<file path="src/rtl/core/mbv_pkg.sv">
// Package for the median battery voltage block: field widths, constants,
// register indexes, beat and link types and the arithmetic state encoding.
// No dependencies.
package mbv_pkg;

  // Field widths
  localparam int unsigned CODE_W = 12;
  localparam int unsigned MV_W   = 16;
  localparam int unsigned RES_W  = 20;
  localparam int unsigned OFF_W  = 12;

  // Register file: index decoded from paddr[3:2]
  localparam int unsigned ADDR_W = 4;
  localparam int unsigned IDX_W  = 2;
  localparam logic [IDX_W-1:0] REG_DIV_TOP = 2'd0;
  localparam logic [IDX_W-1:0] REG_DIV_BOT = 2'd1;
  localparam logic [IDX_W-1:0] REG_OFFSET  = 2'd2;

  localparam logic [RES_W-1:0] DIV_TOP_RST = 20'd100000;
  localparam logic [RES_W-1:0] DIV_BOT_RST = 20'd100000;
  localparam logic [OFF_W-1:0] OFFSET_RST  = 12'd0;

  // Scaling constants
  localparam logic [CODE_W-1:0] FULL_SCALE_MV = 12'd3300;
  localparam logic [CODE_W-1:0] CODE_MAX      = 12'd4095;
  // Divider numerator: scaled mV (12 bits) times top+bottom (21 bits)
  localparam int unsigned SUM_W = RES_W + 1;
  localparam int unsigned NUM_W = CODE_W + SUM_W;
  localparam int unsigned CNT_W = $clog2(NUM_W);
  // Pre-offset clamp and final clamp
  localparam int unsigned PRE_W = 17;
  localparam logic [PRE_W-1:0] PRE_MAX = 17'd69631;
  localparam logic [MV_W-1:0]  OUT_MAX = 16'hFFFF;

  typedef struct packed {
    logic [CODE_W-1:0] sample_code;
  } in_beat_t;

  typedef struct packed {
    logic [MV_W-1:0]   battery_mv;
    logic [CODE_W-1:0] median_code;
  } out_beat_t;

  // Configuration seen by the arithmetic unit
  typedef struct packed {
    logic [RES_W-1:0] div_top;
    logic [RES_W-1:0] div_bot;
    logic [OFF_W-1:0] offset;
  } cfg_t;

  // What one sorter cell hands to its right neighbor
  typedef struct packed {
    logic [CODE_W-1:0] val;
    logic              ins;
  } cell_link_t;

  typedef enum logic [2:0] {
    A_IDLE,
    A_SCALE,
    A_PROD,
    A_DIV,
    A_DONE
  } arith_state_e;

endpackage

</file>
<file path="src/rtl/core/mbv_in_if.sv">
// Input stream interface: valid/ready handshake carrying one ADC code beat.
// Depends on mbv_pkg.
interface mbv_in_if;
  import mbv_pkg::*;

  logic     valid;
  logic     ready;
  in_beat_t data;

  modport source (output valid, output data, input ready);
  modport sink   (input valid, input data, output ready);
endinterface

</file>
<file path="src/rtl/core/mbv_out_if.sv">
// Result stream interface: valid/ready handshake carrying one voltage beat.
// Depends on mbv_pkg.
interface mbv_out_if;
  import mbv_pkg::*;

  logic      valid;
  logic      ready;
  out_beat_t data;

  modport source (output valid, output data, input ready);
  modport sink   (input valid, input data, output ready);
endinterface

</file>
<file path="src/rtl/core/median_battery_voltage.sv">
// Median battery voltage: sorter chain of cells, APB register file and
// arithmetic unit. Depends on mbv_pkg, mbv_in_if, mbv_out_if, mbv_cell, mbv_arith.
//
//   channel    dir  handshake       payload
//   sample_i   in   valid/ready     sample_code[11:0]
//   result_o   out  valid/ready     battery_mv[15:0], median_code[11:0]
//   apb        in   psel/penable    paddr[3:0], pwdata[31:0] -> prdata[31:0]
//
// Each code beat is sorted into the cell row as soon as it is taken. After the
// last code of a batch the input pauses while the median is handed to the
// arithmetic unit, whose scale, product, 33-step serial divide and done states
// then yield the result beat. A batch may fill while the previous result is
// worked on or waits; only its last code stalls until that result has been
// taken. Reset clears the fill count and output valid; registers take defaults.
module median_battery_voltage #(
  parameter int unsigned NUM_SAMPLES = 8
) (
  input  logic                        clk_i,
  input  logic                        rst_ni,
  mbv_in_if.sink                      sample_i,
  mbv_out_if.source                   result_o,
  input  logic                        psel,
  input  logic                        penable,
  input  logic                        pwrite,
  input  logic [mbv_pkg::ADDR_W-1:0]  paddr,
  input  logic [31:0]                 pwdata,
  output logic [31:0]                 prdata,
  output logic                        pready
);
  import mbv_pkg::*;

  localparam int unsigned CW = (NUM_SAMPLES > 1) ? $clog2(NUM_SAMPLES) : 1;

  // Configuration registers
  logic [RES_W-1:0] div_top_q, div_bot_q;
  logic [OFF_W-1:0] offset_q;
  logic             wr_en;
  logic [IDX_W-1:0] reg_idx;
  cfg_t             cfg;

  assign pready  = 1'b1;
  assign wr_en   = psel && penable && pwrite;
  assign reg_idx = paddr[ADDR_W-1:2];

  always_ff @(posedge clk_i or negedge rst_ni) begin
    if (!rst_ni) begin
      div_top_q <= DIV_TOP_RST;
      div_bot_q <= DIV_BOT_RST;
      offset_q  <= OFFSET_RST;
    end else if (wr_en) begin
      case (reg_idx)
        REG_DIV_TOP: div_top_q <= pwdata[RES_W-1:0];
        REG_DIV_BOT: div_bot_q <= pwdata[RES_W-1:0];
        REG_OFFSET:  offset_q  <= pwdata[OFF_W-1:0];
        default: ;
      endcase
    end
  end

  always_comb begin
    case (reg_idx)
      REG_DIV_TOP: prdata = {{(32-RES_W){1'b0}}, div_top_q};
      REG_DIV_BOT: prdata = {{(32-RES_W){1'b0}}, div_bot_q};
      REG_OFFSET:  prdata = {{(32-OFF_W){1'b0}}, offset_q};
      default:     prdata = '0;
    endcase
  end

  assign cfg.div_top = div_top_q;
  assign cfg.div_bot = div_bot_q;
  assign cfg.offset  = offset_q;

  // Batch control
  logic [CW-1:0] count_q;
  logic          full_q;
  logic          last;
  logic          accept;
  logic          arith_busy;

  assign last           = (count_q == CW'(NUM_SAMPLES - 1));
  assign sample_i.ready = !full_q && !(last && arith_busy);
  assign accept         = sample_i.valid && sample_i.ready;

  always_ff @(posedge clk_i or negedge rst_ni) begin
    if (!rst_ni) begin
      count_q <= '0;
      full_q  <= 1'b0;
    end else begin
      full_q <= accept && last;
      if (accept) begin
        count_q <= last ? '0 : count_q + 1'b1;
      end
    end
  end

  // Sorter row
  cell_link_t chain [NUM_SAMPLES];
  cell_link_t head;

  assign head.val = '0;
  assign head.ins = 1'b0;

  for (genvar i = 0; i < NUM_SAMPLES; i++) begin : g_cell
    cell_link_t left;
    if (i == 0) begin : g_head
      assign left = head;
    end else begin : g_link
      assign left = chain[i-1];
    end
    mbv_cell #(
      .IDX (i),
      .CW  (CW)
    ) u_cell (
      .clk_i   (clk_i),
      .en_i    (accept),
      .code_i  (sample_i.data.sample_code),
      .count_i (count_q),
      .left_i  (left),
      .link_o  (chain[i])
    );
  end

  // Median taps at fixed cells of the full row
  logic [CODE_W-1:0] median;

  if ((NUM_SAMPLES % 2) == 0) begin : g_even
    logic [CODE_W:0] mid_sum;
    assign mid_sum = {1'b0, chain[NUM_SAMPLES/2-1].val} + {1'b0, chain[NUM_SAMPLES/2].val};
    assign median  = mid_sum[CODE_W:1];
  end else begin : g_odd
    assign median = chain[NUM_SAMPLES/2].val;
  end

  // Arithmetic unit with output register
  mbv_arith u_arith (
    .clk_i       (clk_i),
    .rst_ni      (rst_ni),
    .start_i     (full_q),
    .median_i    (median),
    .cfg_i       (cfg),
    .out_ready_i (result_o.ready),
    .out_valid_o (result_o.valid),
    .out_beat_o  (result_o.data),
    .busy_o      (arith_busy)
  );

endmodule

</file>
<file path="src/rtl/core/mbv_cell.sv">
// One cell of the insertion sorter chain: holds one code, keeps the row
// sorted ascending by taking either the new code or its left neighbor's.
// Depends on mbv_pkg.
module mbv_cell #(
  parameter int unsigned IDX = 0,
  parameter int unsigned CW  = 3
) (
  input  logic                      clk_i,
  input  logic                      en_i,
  input  logic [mbv_pkg::CODE_W-1:0] code_i,
  input  logic [CW-1:0]             count_i,
  input  mbv_pkg::cell_link_t       left_i,
  output mbv_pkg::cell_link_t       link_o
);
  import mbv_pkg::*;

  logic [CODE_W-1:0] val_q, val_d;
  logic              vld;
  logic              ins;

  // Cell holds a batch code when its position is below the fill count
  assign vld = (count_i > CW'(IDX));
  // New code lands at or left of this cell
  assign ins = !vld || (code_i < val_q);

  always_comb begin
    val_d = val_q;
    if (ins) begin
      val_d = left_i.ins ? left_i.val : code_i;
    end
  end

  always_ff @(posedge clk_i) begin
    if (en_i) begin
      val_q <= val_d;
    end
  end

  assign link_o.val = val_q;
  assign link_o.ins = ins;

endmodule

</file>
<file path="src/rtl/core/mbv_arith.sv">
// Arithmetic unit: scales the median code to mV, undoes the resistor
// divider with a bit-serial restoring divider, clamps, adds the signed offset, clamps.
// Depends on mbv_pkg.
module mbv_arith (
  input  logic                       clk_i,
  input  logic                       rst_ni,
  input  logic                       start_i,
  input  logic [mbv_pkg::CODE_W-1:0] median_i,
  input  mbv_pkg::cfg_t              cfg_i,
  input  logic                       out_ready_i,
  output logic                       out_valid_o,
  output mbv_pkg::out_beat_t         out_beat_o,
  output logic                       busy_o
);
  import mbv_pkg::*;

  arith_state_e state_q, state_d;

  logic [CODE_W-1:0] median_q;
  logic [CODE_W-1:0] mv_q;
  logic [NUM_W-1:0]  num_q;
  logic [RES_W-1:0]  rem_q;
  logic [CNT_W-1:0]  cnt_q;
  logic              out_valid_q;
  out_beat_t         out_q;

  // Scale: floor(m*3300/4095) as p = q0*4096 + lo = q0*4095 + (q0 + lo)
  logic [2*CODE_W-1:0] prod;
  logic [CODE_W-1:0]   q0;
  logic [CODE_W:0]     r0;
  logic [CODE_W-1:0]   mv_d;

  assign prod = median_q * FULL_SCALE_MV;
  assign q0   = prod[2*CODE_W-1:CODE_W];
  assign r0   = {1'b0, prod[CODE_W-1:0]} + {1'b0, q0};
  assign mv_d = (r0 >= {1'b0, CODE_MAX}) ? q0 + 1'b1 : q0;

  // Numerator for the divider step
  logic [SUM_W-1:0] res_sum;
  logic [NUM_W-1:0] num_prod;

  assign res_sum  = {1'b0, cfg_i.div_top} + {1'b0, cfg_i.div_bot};
  assign num_prod = mv_q * res_sum;

  // One restoring step
  logic [RES_W:0] trial;
  logic           ge;
  logic [RES_W:0] trial_sub;

  assign trial     = {rem_q, num_q[NUM_W-1]};
  assign ge        = (trial >= {1'b0, cfg_i.div_bot});
  assign trial_sub = trial - {1'b0, cfg_i.div_bot};

  // Clamp, offset, clamp
  logic [PRE_W-1:0] pre;
  logic [PRE_W+1:0] sum;
  logic [MV_W-1:0]  mv_final;

  always_comb begin
    if ((|num_q[NUM_W-1:PRE_W]) || (num_q[PRE_W-1:0] > PRE_MAX)) begin
      pre = PRE_MAX;
    end else begin
      pre = num_q[PRE_W-1:0];
    end
    sum = {2'b00, pre} + {{(PRE_W+2-OFF_W){cfg_i.offset[OFF_W-1]}}, cfg_i.offset};
    if (cfg_i.div_bot == '0) begin
      mv_final = OUT_MAX;
    end else if (sum[PRE_W+1]) begin
      mv_final = '0;
    end else if (|sum[PRE_W:MV_W]) begin
      mv_final = OUT_MAX;
    end else begin
      mv_final = sum[MV_W-1:0];
    end
  end

  // Next state
  always_comb begin
    state_d = state_q;
    case (state_q)
      A_IDLE:  if (start_i) state_d = A_SCALE;
      A_SCALE: state_d = A_PROD;
      A_PROD:  state_d = A_DIV;
      A_DIV:   if (cnt_q == CNT_W'(NUM_W - 1)) state_d = A_DONE;
      A_DONE:  state_d = A_IDLE;
      default: state_d = A_IDLE;
    endcase
  end

  // Outputs
  always_comb begin
    busy_o = out_valid_q;
    case (state_q)
      A_IDLE:  busy_o = out_valid_q;
      default: busy_o = 1'b1;
    endcase
  end

  always_ff @(posedge clk_i or negedge rst_ni) begin
    if (!rst_ni) begin
      state_q     <= A_IDLE;
      out_valid_q <= 1'b0;
    end else begin
      state_q <= state_d;
      if (state_q == A_DONE) begin
        out_valid_q <= 1'b1;
      end else if (out_ready_i) begin
        out_valid_q <= 1'b0;
      end
    end
  end

  // Datapath
  always_ff @(posedge clk_i) begin
    case (state_q)
      A_IDLE: begin
        if (start_i) median_q <= median_i;
      end
      A_SCALE: mv_q <= mv_d;
      A_PROD: begin
        num_q <= num_prod;
        rem_q <= '0;
        cnt_q <= '0;
      end
      A_DIV: begin
        rem_q <= ge ? trial_sub[RES_W-1:0] : trial[RES_W-1:0];
        num_q <= {num_q[NUM_W-2:0], ge};
        cnt_q <= cnt_q + 1'b1;
      end
      A_DONE: begin
        out_q.battery_mv  <= mv_final;
        out_q.median_code <= median_q;
      end
      default: ;
    endcase
  end

  assign out_valid_o = out_valid_q;
  assign out_beat_o  = out_q;

endmodule
</file>
<file path="src/flat_wrapper.sv">
// flat-port wrapper written by rule: the top's interface ports become plain ports
module median_battery_voltage_flat import mbv_pkg::*;
#(
  parameter int unsigned NUM_SAMPLES = 8
)
  (clk_i, rst_ni, psel, penable, pwrite, paddr, pwdata, prdata, pready, sample_i_valid, sample_i_data, sample_i_ready, result_o_valid, result_o_data, result_o_ready);
  mbv_in_if sample_i_i ();
  mbv_out_if result_o_i ();
  input  logic clk_i;
  input  logic rst_ni;
  input  logic psel;
  input  logic penable;
  input  logic pwrite;
  input  logic [mbv_pkg::ADDR_W-1:0] paddr;
  input  logic [31:0] pwdata;
  output logic [31:0] prdata;
  output logic pready;
  input wire logic [$bits(sample_i_i.valid)-1:0] sample_i_valid;
  input wire logic [$bits(sample_i_i.data)-1:0] sample_i_data;
  output wire logic [$bits(sample_i_i.ready)-1:0] sample_i_ready;
  output wire logic [$bits(result_o_i.valid)-1:0] result_o_valid;
  output wire logic [$bits(result_o_i.data)-1:0] result_o_data;
  input wire logic [$bits(result_o_i.ready)-1:0] result_o_ready;
  assign sample_i_i.valid = sample_i_valid;
  assign sample_i_i.data = sample_i_data;
  assign sample_i_ready = sample_i_i.ready;
  assign result_o_valid = result_o_i.valid;
  assign result_o_data = result_o_i.data;
  assign result_o_i.ready = result_o_ready;
  median_battery_voltage #(.NUM_SAMPLES(NUM_SAMPLES)) u_core (.clk_i(clk_i), .rst_ni(rst_ni), .sample_i(sample_i_i), .result_o(result_o_i), .psel(psel), .penable(penable), .pwrite(pwrite), .paddr(paddr), .pwdata(pwdata), .prdata(prdata), .pready(pready));
endmodule
</file>
<file path="config.mk">
export PLATFORM = sky130hd
export DESIGN_NAME = median_battery_voltage_flat
export DESIGN_NICKNAME = d
export VERILOG_FILES = /design/src/rtl/core/mbv_pkg.sv /design/src/rtl/core/mbv_in_if.sv /design/src/rtl/core/mbv_out_if.sv /design/src/rtl/core/median_battery_voltage.sv /design/src/rtl/core/mbv_cell.sv /design/src/rtl/core/mbv_arith.sv /design/src/flat_wrapper.sv
export SDC_FILE = /design/constraint.sdc
export NUM_CORES = 1
export LEC_CHECK = 0
export ABC_AREA = 1
export BUFFER_PORTS_ARGS = -buffer_cell sky130_fd_sc_hd__clkbuf_2
export CAP_MARGIN = 20
export CORE_ASPECT_RATIO = 0.5
export CORE_MARGIN = 4
export CORE_UTILIZATION = 55
export CTS_CLUSTER_DIAMETER = 80
export DETAILED_ROUTE_END_ITERATION = 12
export PLACE_DENSITY = 0.77
export SYNTH_ARGS = -nofsm -noshare
export SYNTH_HDL_FRONTEND = slang
export SYNTH_SLANG_ARGS = --single-unit
</file>
<file path="constraint.sdc">
create_clock -name clk_i -period 14.4 [get_ports clk_i]
set_input_delay 2.88 -clock clk_i [delete_from_list [all_inputs] [get_ports clk_i]]
set_output_delay 2.88 -clock clk_i [all_outputs]
set_load 0.01 [all_outputs]
</file>
=== Word-level counts from Yosys, hierarchy flattened ===
Index checks and enable logic that the tools add are counted.

* Reductions and logical operators: 36
* Multiplexer cells: 20
* Multiply operators: 2
* Equal/unequal tests: 10
* $lt $le $gt $ge: 13
* Add/sub/neg operators: 8

{| class="wikitable"
|+ Operator list
! operator !! number
|-
| $pmux W33 S2 || 1
|-
| $lt A12 B12 Y1 || 5
|-
| $mux W12 || 5
|-
| $pmux W20 S3 || 1
|-
| $pmux W20 S2 || 1
|-
| $mul A12 B21 Y33 || 1
|-
| $mux W16 || 2
|-
| $add A12 B12 Y13 || 2
|-
| $mul A12 B10 Y22 const B || 1
|-
| $add A20 B20 Y21 || 1
|-
| $ge A21 B20 Y1 || 1
|-
| $logic_not A20 Y1 || 1
|-
| $mux W20 || 1
|-
| $reduce_and A2 Y1 || 10
|-
| $sub A20 B20 Y20 || 1
|-
| $add A18 B12 Y19 || 1
|-
| $gt A17 B17 Y1 const B || 1
|-
| $mux W17 || 1
|-
| $reduce_or A16 Y1 || 1
|-
| $ge A13 B12 Y1 const B || 1
|-
| $add A12 B1 Y12 const B || 1
|-
| $pmux W3 S4 || 1
|-
| $pmux W6 S2 || 1
|-
| $mux W3 || 3
|-
| other kinds (21) || 44
|}

* Bits in registers: 231
* Output and inout port bits: 63

=== Logic depth before layout (Yosys ltp) ===
Gate-level depths: netlist of run 1.

* Depth in word-level cells: 7
* Mapped depth: 37
* Mapped depth without buffers: 36

=== Modules after synthesis ===
Synthesis of run 1 repeated with hierarchy kept, for this count alone.

* Cell total of the unflattened synthesis: 3407
* Area total of the unflattened synthesis: 27069.7 um^2

{| class="wikitable"
|+ Modules (own cells, without submodules)
! module !! area an instance (um^2) !! instances !! cells each !! seq. area each (um^2)
|-
| mbv_arith || 19612.6 || 1 || 2549 || 3433.3
|-
| median_battery_voltage || 3233.1 || 1 || 424 || 1416.4
|-
| mbv_cell (u_core.g_cell[2].u_cell ...) || 845.8 || 2 || 87 || 360.3
|-
| mbv_cell (u_core.g_cell[1].u_cell) || 847.1 || 1 || 87 || 360.3
|-
| mbv_cell (u_core.g_cell[0].u_cell) || 844.6 || 1 || 87 || 360.3
|-
| mbv_cell (u_core.g_cell[3].u_cell) || 840.8 || 1 || 86 || 360.3
|}

=== Least setup slack after synthesis of run 1 ===
Ideal clock, no wire load.

* Path type: input-to-output
* From: input port paddr[2] (netlist bit)
* To: output port prdata[10]
* Data required time: 11520 ps
* Cell stages on the path: 5
* Data arrival time: 3722 ps
* Buffers on the path: 1
* Path slack: 7798 ps
* Cell sequence: inv_1 -> nor2_1 -> clkinv_1 -> clkbuf_1 -> o211ai_1

* Longest elaborated chain between the ends: 2
* Elaborated cells between the ends (all ways): 4

{| class="wikitable"
|+ Ends and longest elaborated chain
! what !! RTL line !! RTL
|-
| start: declaration || flat_wrapper.sv:14 || <nowiki>input logic [mbv_pkg::ADDR_W-1:0] paddr;</nowiki>
|-
| $eq A2 B2 Y1, or another cell as far along || median_battery_voltage.sv:61 || <nowiki>case (reg_idx)</nowiki>
|-
| $pmux W20 S3 (*) || median_battery_voltage.sv:61 ||
|-
| end: declaration || flat_wrapper.sv:16 || <nowiki>output logic [31:0] prdata;</nowiki>
|}

Mark *: on every way between the ends. The rest lies on a longest branch, timed or not.

=== Final worst setup path of run 1 ===
* From: register u_core.div_bot_q[0]
* To: register u_core.u_arith.num_q[26], data pin

* Longest elaborated chain between the ends: 3

{| class="wikitable"
|+ Ends and longest elaborated chain
! what !! RTL line !! RTL
|-
| start: declaration || median_battery_voltage.sv:35 || <nowiki>logic [RES_W-1:0] div_top_q, div_bot_q;</nowiki>
|-
| start signal: assignment || median_battery_voltage.sv:53 || <nowiki>REG_DIV_BOT: div_bot_q <= pwdata[RES_W-1:0];</nowiki>
|-
| $add A20 B20 Y21 || mbv_arith.sv:42 || <nowiki>assign res_sum = {1'b0, cfg_i.div_top} + {1'b0, cfg_i.div_bot};</nowiki>
|-
| $mul A12 B21 Y33 || mbv_arith.sv:43 || <nowiki>assign num_prod = mv_q * res_sum;</nowiki>
|-
| $pmux W33 S2 || mbv_arith.sv:115 || <nowiki>case (state_q)</nowiki>
|-
| end signal: assignment || mbv_arith.sv:121 || <nowiki>num_q <= num_prod;</nowiki>
|-
| end signal: assignment || mbv_arith.sv:127 || <nowiki>num_q <= {num_q[NUM_W-2:0], ge};</nowiki>
|-
| end: declaration || mbv_arith.sv:21 || <nowiki>logic [NUM_W-1:0] num_q;</nowiki>
|}

Every way passes these cells.
A chain may end at the register's enable or synchronous reset.

==> reports/metrics.cfg, run 1 <==
[drt]
drt_pass1_iterations = 6
routed_via_density = 5.415
routed_wl_um = 65360
vias = 21880
wl_per_cell_um = 16.17
drtIter0Drc = 1792
drc_errors = 0
final_antenna_net_count = 0

[setup_path]
worstPathArrival_ns = 8.31
crit_type = register to register
end_kind = register
crit_fanout = 12
crit_top_cell = fa_1
cpPeakStageDelay_ns = 0.87
cp.required_ns = 14.68
critical_path.startpoint_type = register
slowest_stage = xor2_1

[logic_synthesis]
synth_flop_cell = edfxtp_1
ys_ff_latch = 231
synth_top_area_frac = 0.1946
synthTopCellsByArea = edfxtp_1 19%, fa_1 17%, ha_1 13%, nand2_1 11%, inv_1 9.0%
netlist_area_um2 = 26380
synth_edf_count = 171
synth.distinct_cells = 64
synthMostInstantiatedCell = nand2_1
synth_seq_area_share = 0.2521
synthArstFlopShare = 0.2597
synth_common_cells = 777 x nand2_1, 634 x inv_1, 282 x ha_1
postSynthCellCount = 3320
synth.largest_area_cell = edfxtp_1
yosys_warnings = 0
syn_area_per_cell_um2 = 7.946

[placed_design]
dp_cells = 3989
io_buffers = 90
dp_hpwl_um = 52940
gp_congestion = 0.9437

[sta]
skew_ns = 0.03926
fin_crit_sh = 0.5575
max_slew_margin = 0.2626
max_slew.worst_pin.slew_ns = 1.102
fin_crit_ns = 8.028
finalHoldViolations = 0
slew_violations = 0
rsz0062_at_grt = no
setup_viol_count_final = 0
tns_ns = 0
max_clock_freq_mhz = 124.6

[clocking]
clk_transition_reported_paths_ns = 0.07
cts-root-buf = clkbuf_16
cts-resized-gates = 0
cts_buffers = 24
post_cts_buffers = 0
h-tree-depth = 1
clk_latency_ns = 0.57
clock_sink_count = 231
holdBufCountCts = 0
clk_path_buf_depth = 3
cts_tree = built

[floorplanning]
initial_core_util = 0.5594
die_area_um2 = 51740
rows = 56
core_um2 = 47160
ios = 118
dieHeight_um = 162.9
die_width_um = 317.7

[min_path]
min_path_type = register to register

[final_layout]
layout-drive-gt1-share = 0.06788
final_cells = 4041
syn_to_final_growth_pct = 7.010
diodes = 0
fin_nets = 3948

[grt]
grt_pass1_vias = 21810
antenna_found_initial = 0
grt_pass1_wl_um = 107500
gr-total-overflow = 0
grt_use_total = 0.2532
grt_max_degree = 62

[run_status]
outcome = complete, no violations

[flow_run]
drv_cap = 0

critical path, delay by kind of cell, from the launching register on:
family,cells,cell delay (ns)
XOR/XNOR,1,0.87
AND/OR/NAND/NOR,6,0.88
AO/OA/AOI/OAI,7,1.20
adder cells (fa/ha/maj),8,3.73
buffers and inverters,6,0.52
flip-flops,1,0.55
through the flow:
stage / utilization / hold slack, ns / area [um2] / setup slack, ns
2_1_floorplan: - / 0.4786 / 26420 / 7.798
3_3_place_gp: 0.5806 / 0.4914 / 27380 / 6.484
3_5_place_dp: 0.5806 / 0.4968 / 27380 / 6.472
4_1_cts: 0.5967 / 0.5073 / 28140 / 6.462
5_1_grt: 0.5987 / 0.5143 / 28230 / 5.945
6_report: 0.5987 / 0.5062 / 28230 / 6.372
logic make-up (layout without fill, tap and decap cells):
| group | after synthesis | after routing | share of synthesized area |
|---|---|---|---|
| flops | 231 | 231 | 0.2521 |
| other cells | 2 | 13 | 0.0002847 |
| simple gates | 1356 | 1356 | 0.2167 |
| xor+xnor | 81 | 81 | 0.02945 |
| compound gates | 415 | 415 | 0.08874 |
| fa+ha+maj | 508 | 508 | 0.3053 |
| buf+inv | 727 | 799 | 0.1074 |
registers in the layout, indices dropped and copies added, names as in the netlist:
register and flops:
u_core.u_arith.out_valid_o 1, u_core.full_q 1, u_core.div_top_q 20, u_core.count_q 3, u_core.u_arith.state_q 3, u_core.u_arith.num_q 33, u_core.offset_q 12, u_core.g_cell.u_cell.val_q 60
u_core.u_arith.mv_q 12, u_core.u_arith.out_beat_o 28, u_core.u_arith.cnt_q 6, u_core.div_bot_q 20, u_core.u_arith.rem_q 20, u_core.u_arith.median_q 12
final cells by class:
cell class,instances,area (um2)
clock buffers,29,629.4
clock inverters,15,128.9
fillers,4192,18930
inverters,642,2410
multi-input cells,2373,16960
flip-flops and latches,231,6651
well taps,638,798.3
repair buffers,113,654.4
routing by layer:
metal / vias to the layer above / GRT usage / wire [um]
li1: 10670 / - / -
met1: 10380 / 0.3282 / 28220
met2: 705 / 0.4354 / 30580
met3: 127 / 0.05153 / 4724
met4: 0 / 0.07084 / 1832
met5: - / 0 / 0
path summary, 6_finish.rpt:
kind / cells past startpoint / slack, ns / end / startpoint
min in group asynchronous: 2 / 2.46 / u_core.count_q[1]$_DFFE_PN0P_ / rst_ni
min: 2 / 0.51 / u_core.div_top_q[10]$_DFFE_PN1P_ / u_core.div_top_q[10]$_DFFE_PN1P_
max: 28 / 6.37 / u_core.u_arith.num_q[26]$_DFFE_PN_ / u_core.div_bot_q[0]$_DFFE_PN0P_
max in group asynchronous: 2 / 11.38 / u_core.offset_q[9]$_DFFE_PN0P_ / rst_ni
max reg2reg: 28 / 6.37 / u_core.u_arith.num_q[26]$_DFFE_PN_ / u_core.div_bot_q[0]$_DFFE_PN0P_
min reg2reg: 2 / 0.51 / u_core.div_top_q[10]$_DFFE_PN1P_ / u_core.div_top_q[10]$_DFFE_PN1P_
layout by cell type, fill, tap and decap left out, types with 24 or more instances in the layout:
master	count
nand4_1	24
nor2_1	240
inv_1	634
xnor2_1	33
nand2_1	776
nand3_1	211
o21ai_0	165
a21oi_1	156
dfrtp_1	48
clkbuf_16	24
xor2_1	42
clkbuf_2	90
ha_1	282
edfxtp_1	171
fa_1	226
Power of run 1 is left out: the tool's default activity adds up to more than one toggle a clock period on the data nets, which glitch-free logic cannot reach.
==> run 2, diff against run 1 <==
clock period = 8.17 ns   (was 14.4 ns; I/O delays follow)
==> run 2 against run 1 <==
Effect of this change: global-route usage increased by 0.41 points; register-to-register slack got worse by 5.7 ns; via count increased by 0.29%; critical path type unchanged; maximum frequency increased by 6.4%; clock-buffer cell count increased by 2; final cell count increased by 0.22%; largest cell class unchanged; highest routed layer unchanged.
==> reports/metrics.cfg, run 2 (synthesis gave the netlist of run 1 again) <==
[floorplanning]
die_width_um = 317.7
die_area_um2 = 51740
initial_core_util = 0.5594
rows = 56
ios = 118
core_um2 = 47160
dieHeight_um = 162.9

[setup_path]
crit_type = register to register
cp.required_ns = 8.46
rr_endpoint = u_core.u_arith.num_q[26]$_DFFE_PN_
reg2reg_from = u_core.div_bot_q[0]$_DFFE_PN0P_
reg2reg_depth = 29
crit_fanout = 10
worstPathArrival_ns = 7.83
critical_path.startpoint_type = register
r2r_slack_ns = 0.62
end_kind = register
slowest_stage = dfrtp_1
cpPeakStageDelay_ns = 0.55
crit_top_cell = fa_1

[clocking]
cts-root-buf = clkbuf_16
holdBufCountCts = 0
cts_buffers = 26
post_cts_buffers = 0
h-tree-depth = 1
clk_path_buf_depth = 3
clk_latency_ns = 0.57
clock_sink_count = 231
cts-resized-gates = 0
clk_transition_reported_paths_ns = 0.07
cts_tree = built

[grt]
grt_use_total = 0.2573
grt_max_degree = 61
grt_pass1_wl_um = 109600
grt_pass1_vias = 21830
gr-total-overflow = 0
antenna_found_initial = 0

[min_path]
min_path_type = register to register
whs_path_depth = 2
hold_path_end = u_core.div_bot_q[10]$_DFFE_PN1P_
hold_start = u_core.div_bot_q[10]$_DFFE_PN1P_

[final_layout]
largest_register_ffs = 60
final_cell_mix = 776 x nand2_1, 634 x inv_1, 282 x ha_1
multi_input_area_um2 = 16960
diodes = 0
largest_register = u_core.g_cell.u_cell.val_q
layout-drive-gt1-share = 0.07034
syn_to_final_growth_pct = 7.645
fin_nets = 3955
seqCellArea_um2 = 6651
mostFrequentLayoutCell = nand2_1
final_util = 0.6022
fillers = 4187

[sta]
skew_ns = 0.03214
slew_violations = 0
fin_crit_ns = 7.548
rsz0062_at_grt = no
max_slew.worst_pin.slew_ns = 1.057
max_slew_margin = 0.2937
tns_ns = 0
setup_viol_count_final = 0
worst_slack_ns = 0.6222
max_clock_freq_mhz = 132.5
fin_crit_sh = 0.9238
finalHoldViolations = 0

[drt]
wl_per_cell_um = 16.25
drc_errors = 0
final_antenna_net_count = 0
routed_wl_um = 65810
routed_via_density = 5.419
vias = 21950
drtIter0Drc = 1872
drt_pass1_iterations = 10

[placed_design]
gp_congestion = 0.9473
dp_hpwl_um = 53490
place_ws_ns = 0.6804
io_buffers = 90

[flow_run]
drv_cap = 0

[run_status]
outcome = complete, no violations

-- run 2: critical path: cells and delay by family, from the launching register on --
kind / cells / cell delay (ns)
and+or+nand+nor: 8 / 1.40
AOI/OAI and AO/OA: 7 / 1.24
DFF: 1 / 0.55
adders and majority gates: 8 / 3.61
buffers and inverters: 6 / 0.47
-- run 2: cell type report --
| cell class | instances | share of cell area |
|---|---|---|
| Inverter | 642 | 0.08486 |
| Sequential cell | 231 | 0.2342 |
| Tap cell | 638 | 0.02811 |
| Timing Repair Buffer | 118 | 0.02437 |
| Clock buffer | 31 | 0.02542 |
| Clock inverter | 17 | 0.005860 |
| Multi-Input combinational cell | 2373 | 0.5972 |
-- run 2: how the worst max path moves through the flow --
stage / end / cells past startpoint / slack [ns] / from
after floorplan: u_core.u_arith.num_q[26]$_DFFE_PN_ / 30 / 1.74 / u_core.div_bot_q[0]$_DFFE_PN0P_
after global placement: u_core.u_arith.num_q[26]$_DFFE_PN_ / 29 / 0.77 / u_core.div_bot_q[0]$_DFFE_PN0P_
after detailed placement: u_core.u_arith.num_q[26]$_DFFE_PN_ / 29 / 0.68 / u_core.div_bot_q[0]$_DFFE_PN0P_
after CTS: u_core.u_arith.num_q[26]$_DFFE_PN_ / 29 / 0.68 / u_core.div_bot_q[0]$_DFFE_PN0P_
after global routing: u_core.u_arith.num_q[26]$_DFFE_PN_ / 28 / 0.28 / u_core.div_bot_q[0]$_DFFE_PN0P_
final: u_core.u_arith.num_q[26]$_DFFE_PN_ / 29 / 0.62 / u_core.div_bot_q[0]$_DFFE_PN0P_
-- run 2: metal layers --
layer  GRT usage  wire, um
met5           0         0
met4     0.05704      1629
met3     0.04632      4854
met2      0.4459     30950
met1      0.3406     28370
-- run 2: per-stage QoR --
stage          hold slack, ns  cell area [um2]  cells
2_1_floorplan          0.4786            26420   3331
3_3_place_gp           0.4919            27420   3994
3_5_place_dp           0.4989            27420   3994
4_1_cts                0.5113            28310   4042
5_1_grt                0.5219            28400   4050
6_report               0.5084            28400   4050
Power of run 2 is left out for the same reason.
